<file path="src/design/ihs_pkg.sv">
`timescale 1ns / 1ps
// ----------------------------------------------------------------------------
// ihs_pkg
// Transaction types, format codes and signature bytes of the header sniffer.
// ----------------------------------------------------------------------------
package ihs_pkg;

    typedef struct packed {
        logic [7:0] data_byte;
        logic       last_byte;
    } ihs_in_t;

    typedef struct packed {
        logic               found;
        logic [2:0]         kind;
        logic signed [31:0] width;
        logic signed [31:0] height;
        logic [15:0]        pixel_depth;
    } ihs_out_t;

    localparam logic [2:0] KIND_UNKNOWN = 3'd0;
    localparam logic [2:0] KIND_PNG     = 3'd1;
    localparam logic [2:0] KIND_JPEG    = 3'd2;
    localparam logic [2:0] KIND_GIF     = 3'd3;
    localparam logic [2:0] KIND_BMP     = 3'd4;

    localparam logic [7:0] BYTE_PNG0 = 8'h89;
    localparam logic [7:0] BYTE_G    = 8'h47;
    localparam logic [7:0] BYTE_I    = 8'h49;
    localparam logic [7:0] BYTE_F    = 8'h46;
    localparam logic [7:0] BYTE_8    = 8'h38;
    localparam logic [7:0] BYTE_7    = 8'h37;
    localparam logic [7:0] BYTE_9    = 8'h39;
    localparam logic [7:0] BYTE_A    = 8'h61;
    localparam logic [7:0] BYTE_B    = 8'h42;
    localparam logic [7:0] BYTE_M    = 8'h4D;
    localparam logic [7:0] BYTE_FF   = 8'hFF;
    localparam logic [7:0] JPG_SOI   = 8'hD8;
    localparam logic [7:0] JPG_EOI   = 8'hD9;
    localparam logic [7:0] JPG_SOS   = 8'hDA;

    // PNG file signature, byte by byte
    function automatic logic [7:0] png_sig_byte(input logic [2:0] idx);
        logic [7:0] val;
        unique case (idx)
            3'd0:    val = 8'h89;
            3'd1:    val = 8'h50;
            3'd2:    val = 8'h4E;
            3'd3:    val = 8'h47;
            3'd4:    val = 8'h0D;
            3'd5:    val = 8'h0A;
            3'd6:    val = 8'h1A;
            default: val = 8'h0A;
        endcase
        return val;
    endfunction

    // SOF0..SOF15 minus DHT, JPG and DAC
    function automatic logic is_frame_marker(input logic [7:0] m);
        return (m[7:4] == 4'hC) && (m != 8'hC4) && (m != 8'hC8) && (m != 8'hCC);
    endfunction

endpackage

</file>
<file path="src/design/image_header_sniffer.sv">
`timescale 1ns / 1ps
// ----------------------------------------------------------------------------
// image_header_sniffer
// Streaming recognizer for PNG, GIF, BMP and JPEG headers.
// ----------------------------------------------------------------------------
// Usage:
//   byte channel:   one file byte per transaction, last_byte marks the final
//                   byte of a file. The next transaction starts a new file.
//   result channel: exactly one transaction per file. On success found=1 with
//                   kind, width, height and pixel_depth. On failure found=0
//                   with zero fields, sent with the last byte of the file.
//   Both channels: transfer when valid is high and stall is low.
// Timing:
//   A byte is registered on accept and decoded in the next cycle; a result
//   then moves into the output register, which drives result_valid.
//   One byte per cycle while no result waits on a stalled output; the
//   per-byte decode is a single pass over the byte register and parser state.
// Stall behavior:
//   A waiting result holds in the output register; bytes that produce no
//   result keep flowing. A byte that would produce a result waits in the
//   input register until the output register frees up.
// Reset:
//   rst_n clears both registers and the parser state; the first byte after
//   reset is byte 0 of a file.
// ----------------------------------------------------------------------------
module image_header_sniffer #(
    parameter int POSITION_BITS = 32
) (
    input  logic             clk,
    input  logic             rst_n,
    input  logic             byte_valid,
    output logic             byte_stall,
    input  ihs_pkg::ihs_in_t byte_data,
    output logic             result_valid,
    input  logic             result_stall,
    output ihs_pkg::ihs_out_t result_data
);

    typedef enum logic [3:0] {
        PH_SEEK,
        PH_MARK,
        PH_LHI,
        PH_LLO,
        PH_SKIP,
        PH_FHI,
        PH_FLO,
        PH_FRAME,
        PH_DEAD
    } phase_t;

    localparam logic [POSITION_BITS-1:0] POS_MAX = '1;

    // Stage registers
    logic              in_valid_reg, in_valid_next;
    ihs_pkg::ihs_in_t  in_reg, in_next;
    logic              out_valid_reg, out_valid_next;
    ihs_pkg::ihs_out_t out_reg, out_next;

    // Parser state
    logic [POSITION_BITS-1:0] pos_reg, pos_next;
    logic [2:0]               guess_reg, guess_next;
    logic                     sig_ok_reg, sig_ok_next;
    logic                     reported_reg, reported_next;
    logic [31:0]              width_reg, width_next;
    logic [31:0]              height_reg, height_next;
    logic [15:0]              depth_reg, depth_next;
    phase_t                   phase_reg, phase_next;
    logic [15:0]              seg_len_reg, seg_len_next;
    logic [15:0]              skip_reg, skip_next;

    // Decode signals
    logic [7:0]  b;
    logic [1:0]  lane_be;
    logic [1:0]  lane_le;
    logic [15:0] skip_inc;
    logic [15:0] seg_new;
    logic [15:0] seg_m2;
    logic        ok_fire;
    logic [2:0]  ok_kind;
    logic        fail_fire;
    logic        emit;
    logic        out_free;
    logic        process;
    logic        accept;

    assign b        = in_reg.data_byte;
    assign lane_be  = 2'd3 - pos_reg[1:0];   // PNG big-endian lanes
    assign lane_le  = pos_reg[1:0] - 2'd2;   // BMP little-endian lanes
    assign skip_inc = (skip_reg == 16'hFFFF) ? skip_reg : skip_reg + 16'd1;
    assign seg_new  = {seg_len_reg[15:8], b};
    assign seg_m2   = seg_len_reg - 16'd2;

    // Per-byte decode
    always_comb
    begin
        guess_next    = guess_reg;
        sig_ok_next   = sig_ok_reg;
        width_next    = width_reg;
        height_next   = height_reg;
        depth_next    = depth_reg;
        phase_next    = phase_reg;
        seg_len_next  = seg_len_reg;
        skip_next     = skip_reg;
        ok_fire       = 1'b0;
        ok_kind       = ihs_pkg::KIND_UNKNOWN;

        if (!reported_reg)
        begin
            if (pos_reg == '0)
            begin
                priority if (b == ihs_pkg::BYTE_PNG0) guess_next = ihs_pkg::KIND_PNG;
                else if (b == ihs_pkg::BYTE_G)        guess_next = ihs_pkg::KIND_GIF;
                else if (b == ihs_pkg::BYTE_B)        guess_next = ihs_pkg::KIND_BMP;
                else if (b == ihs_pkg::BYTE_FF)       guess_next = ihs_pkg::KIND_JPEG;
                else                                  guess_next = ihs_pkg::KIND_UNKNOWN;
                sig_ok_next = (guess_next != ihs_pkg::KIND_UNKNOWN);
            end
            else if (sig_ok_reg)
            begin
                unique case (guess_reg)
                    ihs_pkg::KIND_PNG:
                    begin
                        if (pos_reg < POSITION_BITS'(8))
                        begin
                            if (b != ihs_pkg::png_sig_byte(pos_reg[2:0]))
                                sig_ok_next = 1'b0;
                        end
                        else if (pos_reg >= POSITION_BITS'(16) && pos_reg <= POSITION_BITS'(19))
                            width_next[lane_be*8 +: 8] = b;
                        else if (pos_reg >= POSITION_BITS'(20) && pos_reg <= POSITION_BITS'(23))
                            height_next[lane_be*8 +: 8] = b;
                        else if (pos_reg == POSITION_BITS'(24))
                        begin
                            depth_next = {8'h00, b};
                            ok_fire    = 1'b1;
                            ok_kind    = ihs_pkg::KIND_PNG;
                        end
                    end
                    ihs_pkg::KIND_GIF:
                    begin
                        priority if (pos_reg == POSITION_BITS'(1))
                            sig_ok_next = (b == ihs_pkg::BYTE_I);
                        else if (pos_reg == POSITION_BITS'(2))
                            sig_ok_next = (b == ihs_pkg::BYTE_F);
                        else if (pos_reg == POSITION_BITS'(3))
                            sig_ok_next = (b == ihs_pkg::BYTE_8);
                        else if (pos_reg == POSITION_BITS'(4))
                            sig_ok_next = (b == ihs_pkg::BYTE_7) || (b == ihs_pkg::BYTE_9);
                        else if (pos_reg == POSITION_BITS'(5))
                            sig_ok_next = (b == ihs_pkg::BYTE_A);
                        else if (pos_reg == POSITION_BITS'(6))
                            width_next = {24'h0, b};
                        else if (pos_reg == POSITION_BITS'(7))
                            width_next[15:8] = b;
                        else if (pos_reg == POSITION_BITS'(8))
                            height_next = {24'h0, b};
                        else if (pos_reg == POSITION_BITS'(9))
                        begin
                            height_next[15:8] = b;
                            ok_fire = 1'b1;
                            ok_kind = ihs_pkg::KIND_GIF;
                        end
                    end
                    ihs_pkg::KIND_BMP:
                    begin
                        if (pos_reg == POSITION_BITS'(1))
                            sig_ok_next = (b == ihs_pkg::BYTE_M);
                        else if (pos_reg >= POSITION_BITS'(18) && pos_reg <= POSITION_BITS'(21))
                            width_next[lane_le*8 +: 8] = b;
                        else if (pos_reg >= POSITION_BITS'(22) && pos_reg <= POSITION_BITS'(25))
                            height_next[lane_le*8 +: 8] = b;
                        else if (pos_reg == POSITION_BITS'(28))
                            depth_next[7:0] = b;
                        else if (pos_reg == POSITION_BITS'(29))
                        begin
                            depth_next[15:8] = b;
                            ok_fire = 1'b1;
                            ok_kind = ihs_pkg::KIND_BMP;
                        end
                    end
                    ihs_pkg::KIND_JPEG:
                    begin
                        if (pos_reg == POSITION_BITS'(1))
                            sig_ok_next = (b == ihs_pkg::JPG_SOI);
                        else
                        begin
                            unique case (phase_reg)
                                PH_SEEK:
                                    if (b == ihs_pkg::BYTE_FF)
                                        phase_next = PH_MARK;
                                PH_MARK:
                                    if (b == ihs_pkg::JPG_EOI || b == ihs_pkg::JPG_SOS)
                                        phase_next = PH_DEAD;
                                    else if (ihs_pkg::is_frame_marker(b))
                                        phase_next = PH_FHI;
                                    else
                                        phase_next = PH_LHI;
                                PH_LHI:
                                begin
                                    seg_len_next = {b, 8'h00};
                                    phase_next   = PH_LLO;
                                end
                                PH_FHI:
                                begin
                                    seg_len_next = {b, 8'h00};
                                    phase_next   = PH_FLO;
                                end
                                PH_LLO:
                                begin
                                    seg_len_next = seg_new;
                                    priority if (seg_new < 16'd2)
                                        phase_next = PH_DEAD;
                                    else if (seg_new == 16'd2)
                                        phase_next = PH_SEEK;
                                    else
                                    begin
                                        skip_next  = seg_new - 16'd2;
                                        phase_next = PH_SKIP;
                                    end
                                end
                                PH_SKIP:
                                begin
                                    if (skip_reg != 16'd0)
                                        skip_next = skip_reg - 16'd1;
                                    if (skip_next == 16'd0)
                                        phase_next = PH_SEEK;
                                end
                                PH_FLO:
                                begin
                                    seg_len_next = seg_new;
                                    if (seg_new < 16'd2)
                                        phase_next = PH_DEAD;
                                    else
                                    begin
                                        skip_next  = 16'd0;
                                        phase_next = PH_FRAME;
                                    end
                                end
                                PH_FRAME:
                                begin
                                    // skip counts bytes after the length field
                                    skip_next = skip_inc;
                                    unique case (skip_inc)
                                        16'd1:   depth_next  = {8'h00, b};
                                        16'd2:   height_next = {16'h0, b, 8'h00};
                                        16'd3:   height_next[7:0] = b;
                                        16'd4:   width_next  = {16'h0, b, 8'h00};
                                        16'd5:   width_next[7:0] = b;
                                        default: ;
                                    endcase
                                    if (skip_inc >= 16'd6 && skip_inc >= seg_m2)
                                    begin
                                        ok_fire = 1'b1;
                                        ok_kind = ihs_pkg::KIND_JPEG;
                                    end
                                end
                                default: ;  // dead: scan stopped
                            endcase
                        end
                    end
                    default: ;
                endcase
            end
        end
    end

    assign fail_fire = !reported_reg && !ok_fire && in_reg.last_byte;
    assign emit      = ok_fire || fail_fire;
    assign out_free  = !out_valid_reg || !result_stall;
    assign process   = in_valid_reg && (!emit || out_free);
    assign byte_stall = in_valid_reg && !process;
    assign accept    = byte_valid && !byte_stall;

    // Handshake and end-of-file handling
    always_comb
    begin
        reported_next = reported_reg || ok_fire;
        pos_next      = (pos_reg != POS_MAX) ? pos_reg + POSITION_BITS'(1) : pos_reg;

        in_next       = accept ? byte_data : in_reg;
        in_valid_next = accept ? 1'b1 : (process ? 1'b0 : in_valid_reg);

        out_next       = out_reg;
        out_valid_next = out_valid_reg && result_stall;
        if (process && emit)
        begin
            out_valid_next = 1'b1;
            if (ok_fire)
            begin
                out_next.found       = 1'b1;
                out_next.kind        = ok_kind;
                out_next.width       = width_next;
                out_next.height      = height_next;
                out_next.pixel_depth = (ok_kind == ihs_pkg::KIND_GIF) ? 16'h0 : depth_next;
            end
            else
            begin
                out_next.found = 1'b0;
                // a failed JPEG still names its format once 8 bytes are in
                out_next.kind  = (guess_next == ihs_pkg::KIND_JPEG && sig_ok_next &&
                                  pos_reg >= POSITION_BITS'(7)) ?
                                 ihs_pkg::KIND_JPEG : ihs_pkg::KIND_UNKNOWN;
                out_next.width       = '0;
                out_next.height      = '0;
                out_next.pixel_depth = '0;
            end
        end
    end

    always_ff @(posedge clk or negedge rst_n)
    begin
        if (!rst_n)
        begin
            in_valid_reg  <= 1'b0;
            in_reg        <= '0;
            out_valid_reg <= 1'b0;
            out_reg       <= '0;
            pos_reg       <= '0;
            guess_reg     <= ihs_pkg::KIND_UNKNOWN;
            sig_ok_reg    <= 1'b1;
            reported_reg  <= 1'b0;
            width_reg     <= '0;
            height_reg    <= '0;
            depth_reg     <= '0;
            phase_reg     <= PH_SEEK;
            seg_len_reg   <= '0;
            skip_reg      <= '0;
        end
        else
        begin
            in_valid_reg  <= in_valid_next;
            in_reg        <= in_next;
            out_valid_reg <= out_valid_next;
            out_reg       <= out_next;
            if (process)
            begin
                if (in_reg.last_byte)
                begin
                    // file done: back to the start-of-file state
                    pos_reg      <= '0;
                    guess_reg    <= ihs_pkg::KIND_UNKNOWN;
                    sig_ok_reg   <= 1'b1;
                    reported_reg <= 1'b0;
                    width_reg    <= '0;
                    height_reg   <= '0;
                    depth_reg    <= '0;
                    phase_reg    <= PH_SEEK;
                    seg_len_reg  <= '0;
                    skip_reg     <= '0;
                end
                else
                begin
                    pos_reg      <= pos_next;
                    guess_reg    <= guess_next;
                    sig_ok_reg   <= sig_ok_next;
                    reported_reg <= reported_next;
                    width_reg    <= width_next;
                    height_reg   <= height_next;
                    depth_reg    <= depth_next;
                    phase_reg    <= phase_next;
                    seg_len_reg  <= seg_len_next;
                    skip_reg     <= skip_next;
                end
            end
        end
    end

    assign result_valid = out_valid_reg;
    assign result_data  = out_reg;

endmodule

</file>
<file path="config.mk">
export PLATFORM = sky130hd
export DESIGN_NAME = image_header_sniffer
export DESIGN_NICKNAME = d
export VERILOG_FILES = /design/src/design/ihs_pkg.sv /design/src/design/image_header_sniffer.sv
export SDC_FILE = /design/constraint.sdc
export NUM_CORES = 1
export LEC_CHECK = 0
export BUFFER_PORTS_ARGS = -buffer_cell sky130_fd_sc_hd__buf_2
export CAP_MARGIN = 30
export CELL_PAD_IN_SITES_DETAIL_PLACEMENT = 1
export CELL_PAD_IN_SITES_GLOBAL_PLACEMENT = 1
export CORE_AREA = 2 2 194 196
export DETAILED_ROUTE_END_ITERATION = 12
export DIE_AREA = 0 0 196 198
export PLACE_DENSITY = 0.85
export RECOVER_POWER = 25
export SLEW_MARGIN = 20
export SYNTH_ARGS = -nofsm -noshare
export SYNTH_HDL_FRONTEND = slang
export SYNTH_SLANG_ARGS = --single-unit
</file>
<file path="constraint.sdc">
create_clock -name clk -period 5.4 [get_ports clk]
set_input_delay 1.08 -clock clk [delete_from_list [all_inputs] [get_ports clk]]
set_output_delay 1.08 -clock clk [all_outputs]
set_load 0.05 [all_outputs]
</file>
# Yosys cells after proc, flatten, opt, wreduce, memory -nomap -nowiden
# Cells that the tools add are included.
[totals] memories=0 mem_bits_rw=0 word_cells=360 out_inout_bits=86 rom_bits=0 latchBits=0 register_bits=248
[classes] n_mul=0 mux=197 reduce_logical=51 n_addsub=9 bitwise=0 n_eq_ne=66 div_mod_pow=0 n_shift=4 magnitude_cmp=13
[op_table] op="32-bit 2-to-1 mux" count=36
[op_table] op="16-bit 2-to-1 mux" count=40
[op_table] op="32-bit case mux with 4 select lines" count=2
[op_table] op="32-bit bitwise mux" count=4
[op_table] op="32-bit by 3-bit == test with 1-bit output (second input constant)" count=4
[op_table] op="32-bit by 5-bit greater-or-equal comparator with 1-bit output (second input constant)" count=4
[op_table] op="32-bit by 5-bit <= comparator with 1-bit output (second input constant)" count=4
[op_table] op="8-bit 2-to-1 mux" count=14
[op_table] op="32-bit by 5-bit == test with 1-bit output (second input constant)" count=3
[op_table] op="84-bit 2-to-1 mux" count=1
[op_table] op="5-bit negation with 34-bit output" count=2
[op_table] op="8-bit by 34-bit variable shift with 32-bit output (first input constant)" count=2
[op_table] op="8-bit by 34-bit indexed part select with 32-bit output" count=2
[op_table] op="32-bit by 2-bit == test with 1-bit output (second input constant)" count=2
[op_table] op="32-bit by 4-bit == test with 1-bit output (second input constant)" count=2
[op_table] op="16-bit case mux with 4 select lines" count=1
[op_table] op="3-bit 2-to-1 mux" count=18
[op_table] op="16-bit by 2-bit == test with 1-bit output (second input constant)" count=3
[op_table] op="8-bit by 7-bit == test with 1-bit output (second input constant)" count=6
[op_table] op="24-bit 2-to-1 mux" count=2
[op_table] op="16-bit case mux with 3 select lines" count=1
[op_table] op="8-bit case mux with 6 select lines" count=1
[op_table] op="1-bit 2-to-1 mux" count=45
[op_table] op="4-bit 2-to-1 mux" count=11
[op_table] op="other kinds (54)" count=130

# Depth between registers and ports, before layout
# Gate-level depths: netlist (run 1).
[depth] word_depth=26 depth_mapped=18

# Worst setup path before layout (run 1)
# No wires, ideal clock.
[synth_timing] path_kind="reg-to-output" startpoint="reg seg_len_reg[3]" endpoint="out byte_stall" path_slack_ps=1012 stages_incl_launch_ff=14 arrival_ps=3308 n_path_buf=0 t_required_ps=4320 path_cell_list="dfrtp_1 nor4_1 nand4_1 nor3_1 and3_1 xnor2_1 ha_1 a21oi_1 o21ai_0 nor2_1 and3_1 nor2_1 a41oi_4 a21oi_2"
[synth_between] elab_chain_len=19
[synth_rtl] element="from (decl)" line="image_header_sniffer.sv:68" rtl="logic [15:0] seg_len_reg, seg_len_next;"
[synth_rtl] element="from (signal assigned)" line="image_header_sniffer.sv:361" rtl="seg_len_reg <= seg_len_next;"
[synth_rtl] element="16-bit by 2-bit subtractor with 16-bit output (*)" line="image_header_sniffer.sv:91" rtl="assign seg_m2 = seg_len_reg - 16'd2;"
[synth_rtl] element="16-bit greater-or-equal comparator (*)" line="image_header_sniffer.sv:251" rtl="if (skip_inc >= 16'd6 && skip_inc >= seg_m2)"
[synth_rtl] element="1-bit logical AND (*)" line="image_header_sniffer.sv:251"
[synth_rtl] element="1-bit 2-to-1 mux (*)" line="image_header_sniffer.sv:251"
[synth_rtl] element="1-bit 2-to-1 mux (*)" line="image_header_sniffer.sv:187" rtl="unique case (phase_reg)"
[synth_rtl] element="1-bit 2-to-1 mux (*)" line="image_header_sniffer.sv:183" rtl="if (pos_reg == POSITION_BITS'(1))"
[synth_rtl] element="1-bit case mux with 4 select lines (*)" line="image_header_sniffer.sv:120" rtl="unique case (guess_reg)"
[synth_rtl] element="1-bit 2-to-1 mux (*)" line="image_header_sniffer.sv:118" rtl="else if (sig_ok_reg)"
[synth_rtl] element="[... 2 more ...]"
[synth_rtl] element="1-bit logical NOT" line="image_header_sniffer.sv:267" rtl="assign fail_fire = !reported_reg && !ok_fire && in_reg.last_byte;"
[synth_rtl] element="1-bit logical AND (2 in a row)" line="image_header_sniffer.sv:267"
[synth_rtl] element="1-bit logical OR (*)" line="image_header_sniffer.sv:268" rtl="assign emit = ok_fire || fail_fire;"
[synth_rtl] element="1-bit logical NOT (*)" line="image_header_sniffer.sv:270" rtl="assign process = in_valid_reg && (!emit || out_free);"
[synth_rtl] element="1-bit logical OR (*)" line="image_header_sniffer.sv:270"
[synth_rtl] element="1-bit logical AND (*)" line="image_header_sniffer.sv:270"
[synth_rtl] element="1-bit logical NOT (*)" line="image_header_sniffer.sv:271" rtl="assign byte_stall = in_valid_reg && !process;"
[synth_rtl] element="1-bit logical AND (*)" line="image_header_sniffer.sv:271"
[synth_rtl] element="to (decl)" line="image_header_sniffer.sv:32" rtl="output logic byte_stall,"
# Mark *: on every way between the ends. The rest lies on a longest branch, timed or not.

# Worst setup path after layout (run 1)
[layout_timing] startpoint="reg skip_reg[1]" endpoint="out byte_stall"
[layout_between] elab_chain_len=20
[layout_rtl] element="from (decl)" line="image_header_sniffer.sv:69" rtl="logic [15:0] skip_reg, skip_next;"
[layout_rtl] element="from (signal assigned)" line="image_header_sniffer.sv:362" rtl="skip_reg <= skip_next;"
[layout_rtl] element="16-bit by 1-bit adder with 16-bit output or 16-bit == test (tied branches)" line="image_header_sniffer.sv:89" rtl="assign skip_inc = (skip_reg == 16'hFFFF) ? skip_reg : skip_reg + 16'd1;"
[layout_rtl] element="16-bit 2-to-1 mux (*)" line="image_header_sniffer.sv:89"
[layout_rtl] element="16-bit by 3-bit greater-or-equal comparator with 1-bit output or 16-bit greater-or-equal comparator (tied branches)" line="image_header_sniffer.sv:251"
[layout_rtl] element="1-bit logical AND (*)" line="image_header_sniffer.sv:251"
[layout_rtl] element="1-bit 2-to-1 mux (*)" line="image_header_sniffer.sv:251"
[layout_rtl] element="1-bit 2-to-1 mux (*)" line="image_header_sniffer.sv:187"
[layout_rtl] element="1-bit 2-to-1 mux (*)" line="image_header_sniffer.sv:183"
[layout_rtl] element="1-bit case mux with 4 select lines (*)" line="image_header_sniffer.sv:120"
[layout_rtl] element="[... 3 more ...]"
[layout_rtl] element="1-bit logical NOT" line="image_header_sniffer.sv:267"
[layout_rtl] element="1-bit logical AND (2 in a row)" line="image_header_sniffer.sv:267"
[layout_rtl] element="1-bit logical OR (*)" line="image_header_sniffer.sv:268"
[layout_rtl] element="1-bit logical NOT (*)" line="image_header_sniffer.sv:270"
[layout_rtl] element="1-bit logical OR (*)" line="image_header_sniffer.sv:270"
[layout_rtl] element="1-bit logical AND (*)" line="image_header_sniffer.sv:270"
[layout_rtl] element="1-bit logical NOT (*)" line="image_header_sniffer.sv:271"
[layout_rtl] element="1-bit logical AND (*)" line="image_header_sniffer.sv:271"
# Marks and branches as above.

==> run summary, run 1 <==
Number of synthesized flops with an enable pin: 0
Most common cell after layout, fill and taps aside: nand2_1
Mapped Nets: 2090
Mux cell area share after synthesis: 0.0385
Post-Synth XOR/XNOR Area: 0.0345
Cells after DPL: 2543
Yosys warns: 0
Final period util: 0.965
Design area: 0.0192 mm2
Worst setup EP type: primary output
Internal: 3.98 mW
CTS root buf: clkbuf_16
Multi-input gate area: 0.00999 mm2
Max_cap viols: 2
1st-iter DRT viols: 1655
FP Rows: 71
Flop pwr share: 0.315
Failing checks: max-capacitance violations, max-slew violations
All-Layer GR Usage: 0.352
CTS tree: done
HPWL after detailed placement: 47.8 mm
Syn Area/Cell: 8.30 um2
Comb pwr share: 0.346
Async set-or-reset flop fraction in the synthesized netlist: 1.00
# nets final: 2145
Layout cells sized above 1: 0.150
CTS Sinks: 248
First-pass GRT wire length: 106 mm
Static leakage: 8.13 nW
Num CTS Buffers: 30
Largest family of logic cells by synthesized area: compound AO/OA/AOI/OAI gates
Filler cell count: 4402
Worst setup SP type: flop
Htree depth: 1
Grt ovf: 0
Most frequent cells in the layout: nand2_1, dfrtp_1, o21ai_0, nor2_1, a21oi_1
CP dominant cell by count: buf_4
Largest net degree at the start of global routing: 112
Arr. time, crit path: 4.13 ns
Worst-case clock buffer depth: 3
DIE WIDTH: 196 um
Maximum VDD drop: 0.000208 V
Crit path required time: 4.32 ns
N_diodes: 0
# IOs: 99
Clk pin slew, worst setup/hold paths: 0.06 ns
Relative slew slack: -0.949
Synthesis-to-layout area growth: 13.0%
Wire per inst: 26.6 um
Clk_skew: 0.0162 ns
Max stage delay cell, worst path: dfrtp_2
Die area: 0.0388 mm2
Crit path cell chain: ha_1, nand4_1, buf_4, nor4_4, nor2_1, nor3b_1, buf_4, xor2_1, ha_1, nand2_1, o21ai_0, nor3_1, o221a_2, nor2_1, a41oi_4, a21oi_2, buf_4
Post-route DRC: 0
Via count of the routed design: 17700
Core Region: 0.0370 mm2
Sw frac: 0.405
Pins Over Slew Limit: 143
Insertion delay of the later-clocked pin in the worst-skew pair: 0.60 ns
Area share of fa/ha/maj cells after synthesis: 0.0199
Distinct cells, synth: 103
Synthesized instance count: 2050
WHS: 0.482 ns
Final wirelength: 69.2 mm
Net Switching: 2.71 mW
Drt first pass iters: 5
Antenna Nets Post-Route: 0
Die Y: 198 um
Hold_buf cts: 0
Sum of negative setup slack: 0 ns
Vias in the first global route: 18000
Synth Area in Compound Gates: 0.251
Port Buf Inserts: 98
Routability cong.: 0.990
Synth Cell Area: 0.0170 mm2
Synth Flop Type: dfrtp_1
Flip-flop and latch area: 0.00621 mm2
Synthesis-stage register bit count: 248
Clk pwr share: 0.339
Max reg flops: 84
Final hold violation count: 0
Simple-gate share of the synthesized area: 0.241
Via density: 6.80
Tmin final: 5.21 ns
Pwr Density: 348 mW/mm2
Sequential fraction of the synthesis area: 0.365
Fin cells: 2602
Placed cell areas: 0.0181 mm2
Initial antenna violation count: 4
Status: complete, but fails checks
Critical Path Max Stage Delay: 0.45 ns
CP Max Fanout: 10
Fmax: 192 MHz
Worst Tran Pin Value: 2.92 ns
Endpoints failing setup: 0
Initial Util: 0.461
Critical path class: reg2out
Hold crit path type: reg2reg
[synthesized netlist by cell type (all sizes together) (10+ instances only)]
library cell	number	share of area
and2	17	0.0062
o221a	16	0.011
o21ai	207	0.062
inv	45	0.0099
nand4	41	0.016
o31ai	20	0.0088
or3	14	0.0054
a31oi	23	0.0085
a211oi	16	0.0071
and3	25	0.0092
nor4	31	0.016
dfrtp	247	0.36
or4	17	0.0079
nor2b	21	0.0077
mux2	19	0.013
nor2	156	0.035
a21oi	121	0.036
o221ai	10	0.0055
nand2b	24	0.0088
nand3	95	0.028
o22ai	21	0.0077
a22o	57	0.029
nand2	246	0.054
o211ai	15	0.0066
nor3	68	0.023
xor2	25	0.013
a22oi	27	0.012
clkbuf	106	0.023
ha	27	0.020
buf	51	0.017
a21o	14	0.0066
mux2i	44	0.026
xnor2	42	0.022
[power by group through the flow]
stage	clock network, mW	registers (mW)	logic, mW
after CTS	2.30	2.10	2.23
after detailed placement	0	2.13	2.21
final	2.27	2.11	2.31
after floorplan	0	2.03	1.51
after global routing	2.36	2.12	2.46
after global placement	0	2.12	2.17
[per-layer routing]
layer / part of all wire / vias to the layer above / global-route usage / routed length, um
met2: 0.46 / 894 / 0.563 / 31500
met1: 0.41 / 8916 / 0.469 / 28200
met3: 0.095 / 203 / 0.0690 / 6550
li1: - / 7681 / - / -
met5: 0.00049 / - / 0 / 34
met4: 0.041 / 6 / 0.147 / 2830
[worst paths after layout]
kind                       slack [ns]  cells past startpoint              end       startpoint
max                              0.19                     17       byte_stall      skip_reg[1]
min                              0.48                      2  result_data[83]  result_data[83]
max reg2reg                      0.76                     15   height_reg[19]      skip_reg[1]
min reg2reg                      0.48                      2  result_data[83]  result_data[83]
max in group asynchronous        1.00                      2     skip_reg[14]            rst_n
min in group asynchronous        1.36                      1      pos_reg[25]            rst_n
[final cells by class]
cell class | instances | share of cell area
timing repair buffer | 180 | 0.0590
clock inverter | 19 | 0.0145
multi-input combinational | 1597 | 0.520
sequential | 248 | 0.323
clock buffer | 36 | 0.0433
inverter | 48 | 0.00937
tap | 474 | 0.0308
[timing repair]
action,in CTS,in global routing
setup endpoints to repair,1,1
resized for setup,1,11
pin swaps,1,2
cloned,0,0
setup buffers,1,3
[cell families after synthesis]
| logic type | count (synthesis) |
|---|---|
| and+or+nand+nor | 802 |
| adders and majority gates | 27 |
| xor gates and xnor gates | 67 |
| muxes | 63 |
| AOI/OAI and AO/OA | 638 |
| DFF | 248 |
| buffers and inverters | 205 |
[worst max-delay path, delay by kind of cell, from the launching register on]
family	cells	cell delay, ns
XOR/XNOR	1	0.15
buffers and inverters	3	0.58
flip-flops	1	0.45
AND/OR/NAND/NOR	7	0.99
AO/OA/AOI/OAI	4	0.79
adder cells (fa/ha/maj)	2	0.57
[metrics by stage]
stage	setup WS (ns)	total power, mW	util
after floorplan	1.01	3.54	-
after global placement	0.585	4.29	0.488
after detailed placement	0.502	4.34	0.489
after CTS	0.00284	6.62	0.519
after global routing	-0.0168	6.93	0.520
final	0.188	6.69	0.520
Note: power is estimated with default switching activity, not from simulation.
==> run 2, diff against run 1 <==
--- a/config.mk
+++ b/config.mk
@@ -5,14 +5,15 @@
 export SDC_FILE = /design/constraint.sdc
 export NUM_CORES = 1
 export LEC_CHECK = 0
+export ABC_AREA = 1
 export BUFFER_PORTS_ARGS = -buffer_cell sky130_fd_sc_hd__buf_2
 export CAP_MARGIN = 30
 export CELL_PAD_IN_SITES_DETAIL_PLACEMENT = 1
 export CELL_PAD_IN_SITES_GLOBAL_PLACEMENT = 1
-export CORE_AREA = 2 2 194 196
+export CORE_AREA = 2 2 210 212
 export DETAILED_ROUTE_END_ITERATION = 12
-export DIE_AREA = 0 0 196 198
-export PLACE_DENSITY = 0.85
+export DIE_AREA = 0 0 212 214
+export PLACE_DENSITY = 0.87
 export RECOVER_POWER = 25
 export SLEW_MARGIN = 20
 export SYNTH_ARGS = -nofsm -noshare
==> run 2 against run 1 <==
  * Register-to-register slack gained 0.05 ns
  * Design area is 11% higher
  * Clock power decreased by 4%
  * The flow still finishes with violations (max-capacitance violations, max-slew violations)
  * Via count rose by 25%
  * Largest power group unchanged
  * Largest cell class unchanged
  * Maximum frequency is 1.6% higher
  * Combinational power rose by 73%
==> run summary, run 2 <==
Mapped Nets: 3091 (+48%)
Yosys warns: 0 (unchanged)
CP dominant cell by count: nand2_1
Routability cong.: 0.996 (+0.61%)
Async set-or-reset flop fraction in the synthesized netlist: 1.00 (unchanged)
Hold_sp: result_data[41]
Most common cell after layout, fill and taps aside: nand2_1
Final hold violation count: 0 (unchanged)
Final WS setup: 0.268 ns (+0.0797 ns)
1st-iter DRT viols: 1928 (+16%)
Syn Area/Cell: 6.29 um2 (-24%)
Internal: 4.36 mW (+9.6%)
Synth Cell Area: 0.0192 mm2 (+13%)
Yosys top cell area share: 0.322 (-0.0409)
Die Y: 214 um (+8.1%)
Final wirelength: 81.9 mm (+18%)
Flop pwr share: 0.273 (-0.042)
Synth cell count leaders: nand2_1, nor2_1, inv_1, o21ai_0, dfrtp_1
Tmin final: 5.13 ns (-0.0797 ns)
Endpoints failing setup: 0 (unchanged)
Worst Tran Pin Value: 2.85 ns (-0.0758 ns)
Antenna Nets Post-Route: 0 (unchanged)
Distinct cells, synth: 61 (-41%)
Cell taking the most area after synthesis: dfrtp_1
Net Switching: 4.10 mW (+51%)
Sw frac: 0.485 (+0.0795)
HPWL after detailed placement: 58.5 mm (+22%)
Reg2reg setup slack: 0.81 ns (+0.05 ns)
Ranking of synthesized cells by area: dfrtp_1, nand2_1, o21ai_0
Worst setup SP type: flop
Relative slew slack: -0.898 (+0.0505)
Sum of negative setup slack: 0 ns (unchanged)
Top Metal Used: met5
Insertion delay of the later-clocked pin in the worst-skew pair: 0.60 ns (about the same)
Max_cap viols: 1 (-1)
Unrepaired setup endpoints after global routing: false
Via count of the routed design: 22200 (+25%)
Crit Reg-Reg Startpoint: skip_reg[1]
Fmax: 195 MHz (+1.6%)
First-pass GRT wire length: 129 mm (+22%)
Wl on met1: 33.3 mm (+18%)
Arr. time, crit path: 4.05 ns (-0.08 ns)
Layout cells sized above 1: 0.0888 (-0.0616)
FP Rows: 76 (+7.0%)
Initial antenna violation count: 2 (-2)
Synthesized instance count: 3051 (+49%)
Final period util: 0.950 (-0.0148)
Synth Flop Type: dfrtp_1
Met3 WL: 6.93 mm (+5.8%)
DIE WIDTH: 212 um (+8.2%)
Synthesis-to-layout area growth: 11.3%
# IOs: 99 (unchanged)
Number of synthesized flops with an enable pin: 0 (unchanged)
Hold path depth: 2 (unchanged)
Worst-case clock buffer depth: 3 (unchanged)
R2r endpoint: result_data[10]
Die area: 0.0454 mm2 (+17%)
Core Region: 0.0429 mm2 (+16%)
DP Worst Slack: 0.527 ns (+0.0254 ns)
CTS root buf: clkbuf_16
Worst-case hold path end point: result_data[41]
Max reg flops: 84 (unchanged)
Worst setup EP type: primary output
Max stage delay cell, worst path: dfrtp_2
Static leakage: 10.7 nW (+32%)
Grt ovf: 0 (unchanged)
All-Layer GR Usage: 0.360 (+0.00752)
Pwr Density: 397 mW/mm2 (+14%)
R2R cell count: 31 (+16)
Drt first pass iters: 5 (unchanged)
Pins Over Slew Limit: 109 (-24%)
Port Buf Inserts: 98 (unchanged)
Failing checks: max-capacitance violations, max-slew violations
Clk_skew: 0.0223 ns (+0.00604 ns)
Vias in the first global route: 23100 (+28%)
CTS Sinks: 248 (unchanged)
Most frequent cells in the layout: nand2_1, nor2_1, inv_1, o21ai_0, dfrtp_1
Clk pin slew, worst setup/hold paths: 0.06 ns (about the same)
Crit path required time: 4.32 ns (about the same)
Initial Util: 0.447 (-0.0134)
Most common cell in the netlist: nand2_1
Critical path class: reg2out
Via density: 5.99 (-12%)
Num CTS Buffers: 29 (-3.3%)
Met2 WL: 37.0 mm (+17%)
Post-route DRC: 0 (unchanged)
Htree depth: 1 (unchanged)
# nets final: 3138 (+46%)
Synthesis-stage register bit count: 248 (unchanged)
CP Max Fanout: 8 (-2)
Clk pwr share: 0.256 (-0.083)
Maximum VDD drop: 0.000249 V (+20%)
Status: complete, but fails checks
CTS tree: done
Wire per inst: 22.1 um (-17%)
Comb pwr share: 0.471 (+0.125)
Sequential fraction of the synthesis area: 0.324 (-0.0410)
Hold crit path type: reg2reg
Largest net degree at the start of global routing: 110 (-1.8%)
Critical Path Max Stage Delay: 0.46 ns (about the same)
run 2: cell count changes after synthesis, sizes merged, moves of 24 or more:
| cell | delta |
|---|---|
| nand2 | +745 |
| inv | +270 |
| nor2 | +195 |
| nand3 | +104 |
| o21ai | +86 |
| a22o | -55 |
| nand4 | +51 |
| mux2i | -44 |
| xnor2 | -28 |
| o211ai | +26 |
| and3 | -25 |
| a22oi | -24 |
| nand2b | -24 |
run 2: timing repair:
| action | CTS | global route |
|---|---|---|
| buffers inserted | 0 | 6 |
| gates resized for setup | 2 | 9 |
| endpoints found under the setup margin | 1 | 1 |
| hold buffers | 0 | 0 |
run 2: power groups by stage:
stage	sequential (mW)	combinational, mW	clock (mW)
6_report	2.31	3.99	2.17
3_3_place_gp	2.31	3.63	0
3_5_place_dp	2.32	3.77	0
4_1_cts	2.30	3.81	2.20
2_1_floorplan	2.20	2.56	0
5_1_grt	2.33	4.32	2.25
run 2: how the worst max path moves through the flow:
stage	cells past startpoint	slack (ns)	startpoint	end
global placement	29	0.70	skip_reg[0]	byte_stall
CTS	30	0.03	skip_reg[1]	byte_stall
global route	30	0.03	skip_reg[1]	byte_stall
finish	30	0.27	skip_reg[1]	byte_stall
detailed placement	30	0.53	skip_reg[0]	byte_stall
floorplan	30	1.06	skip_reg[1]	byte_stall
run 2: metal layers:
layer | vias to the layer above | GRT usage
met5 | - | 0
met2 | 942 | 0.575
li1 | 10100 | -
met3 | 311 | 0.0710
met4 | 2 | 0.180
met1 | 10900 | 0.463
run 2: cells by family (layout without fill, tap and decap cells):
group	count (synthesis)	after routing	synth area share
other cells	0	1	0
buf+inv	461	529	0.0962
compound gates	539	539	0.159
fa+ha+maj	27	27	0.0176
simple gates	1726	1726	0.381
xor+xnor	50	50	0.0228
flops	248	248	0.324
run 2: layout make-up:
type / count / area (um2)
Antenna cell: 1 / 2.50
Clock buffer: 40 / 827
Clock inverter: 12 / 203
Fill cell: 5859 / 21500
Inverter: 323 / 1220
Multi-Input combinational cell: 2342 / 11200
Sequential cell: 248 / 6210
Tap cell: 585 / 732
Timing Repair Buffer: 154 / 968
run 2: through the flow:
| step | hold slack, ns | total power [mW] | std cells | utilization | instance area, um2 |
|---|---|---|---|---|---|
| 2_1_floorplan | 0.443 | 4.76 | 3051 | - | 19200 |
| 3_3_place_gp | 0.450 | 5.94 | 3643 | 0.471 | 20200 |
| 3_5_place_dp | 0.461 | 6.09 | 3644 | 0.471 | 20200 |
| 4_1_cts | 0.478 | 8.30 | 3696 | 0.495 | 21200 |
| 5_1_grt | 0.499 | 8.91 | 3704 | 0.498 | 21300 |
| 6_report | 0.472 | 8.47 | 3705 | 0.498 | 21300 |
run 2: worst max-delay path, delay by kind of cell, from the launching register on:
| kind | cells | cell delay [ns] |
|---|---|---|
| AND/OR/NAND/NOR | 24 | 1.98 |
| buffers and inverters | 4 | 0.50 |
| adder cells (fa/ha/maj) | 2 | 0.50 |
| flip-flops | 1 | 0.46 |
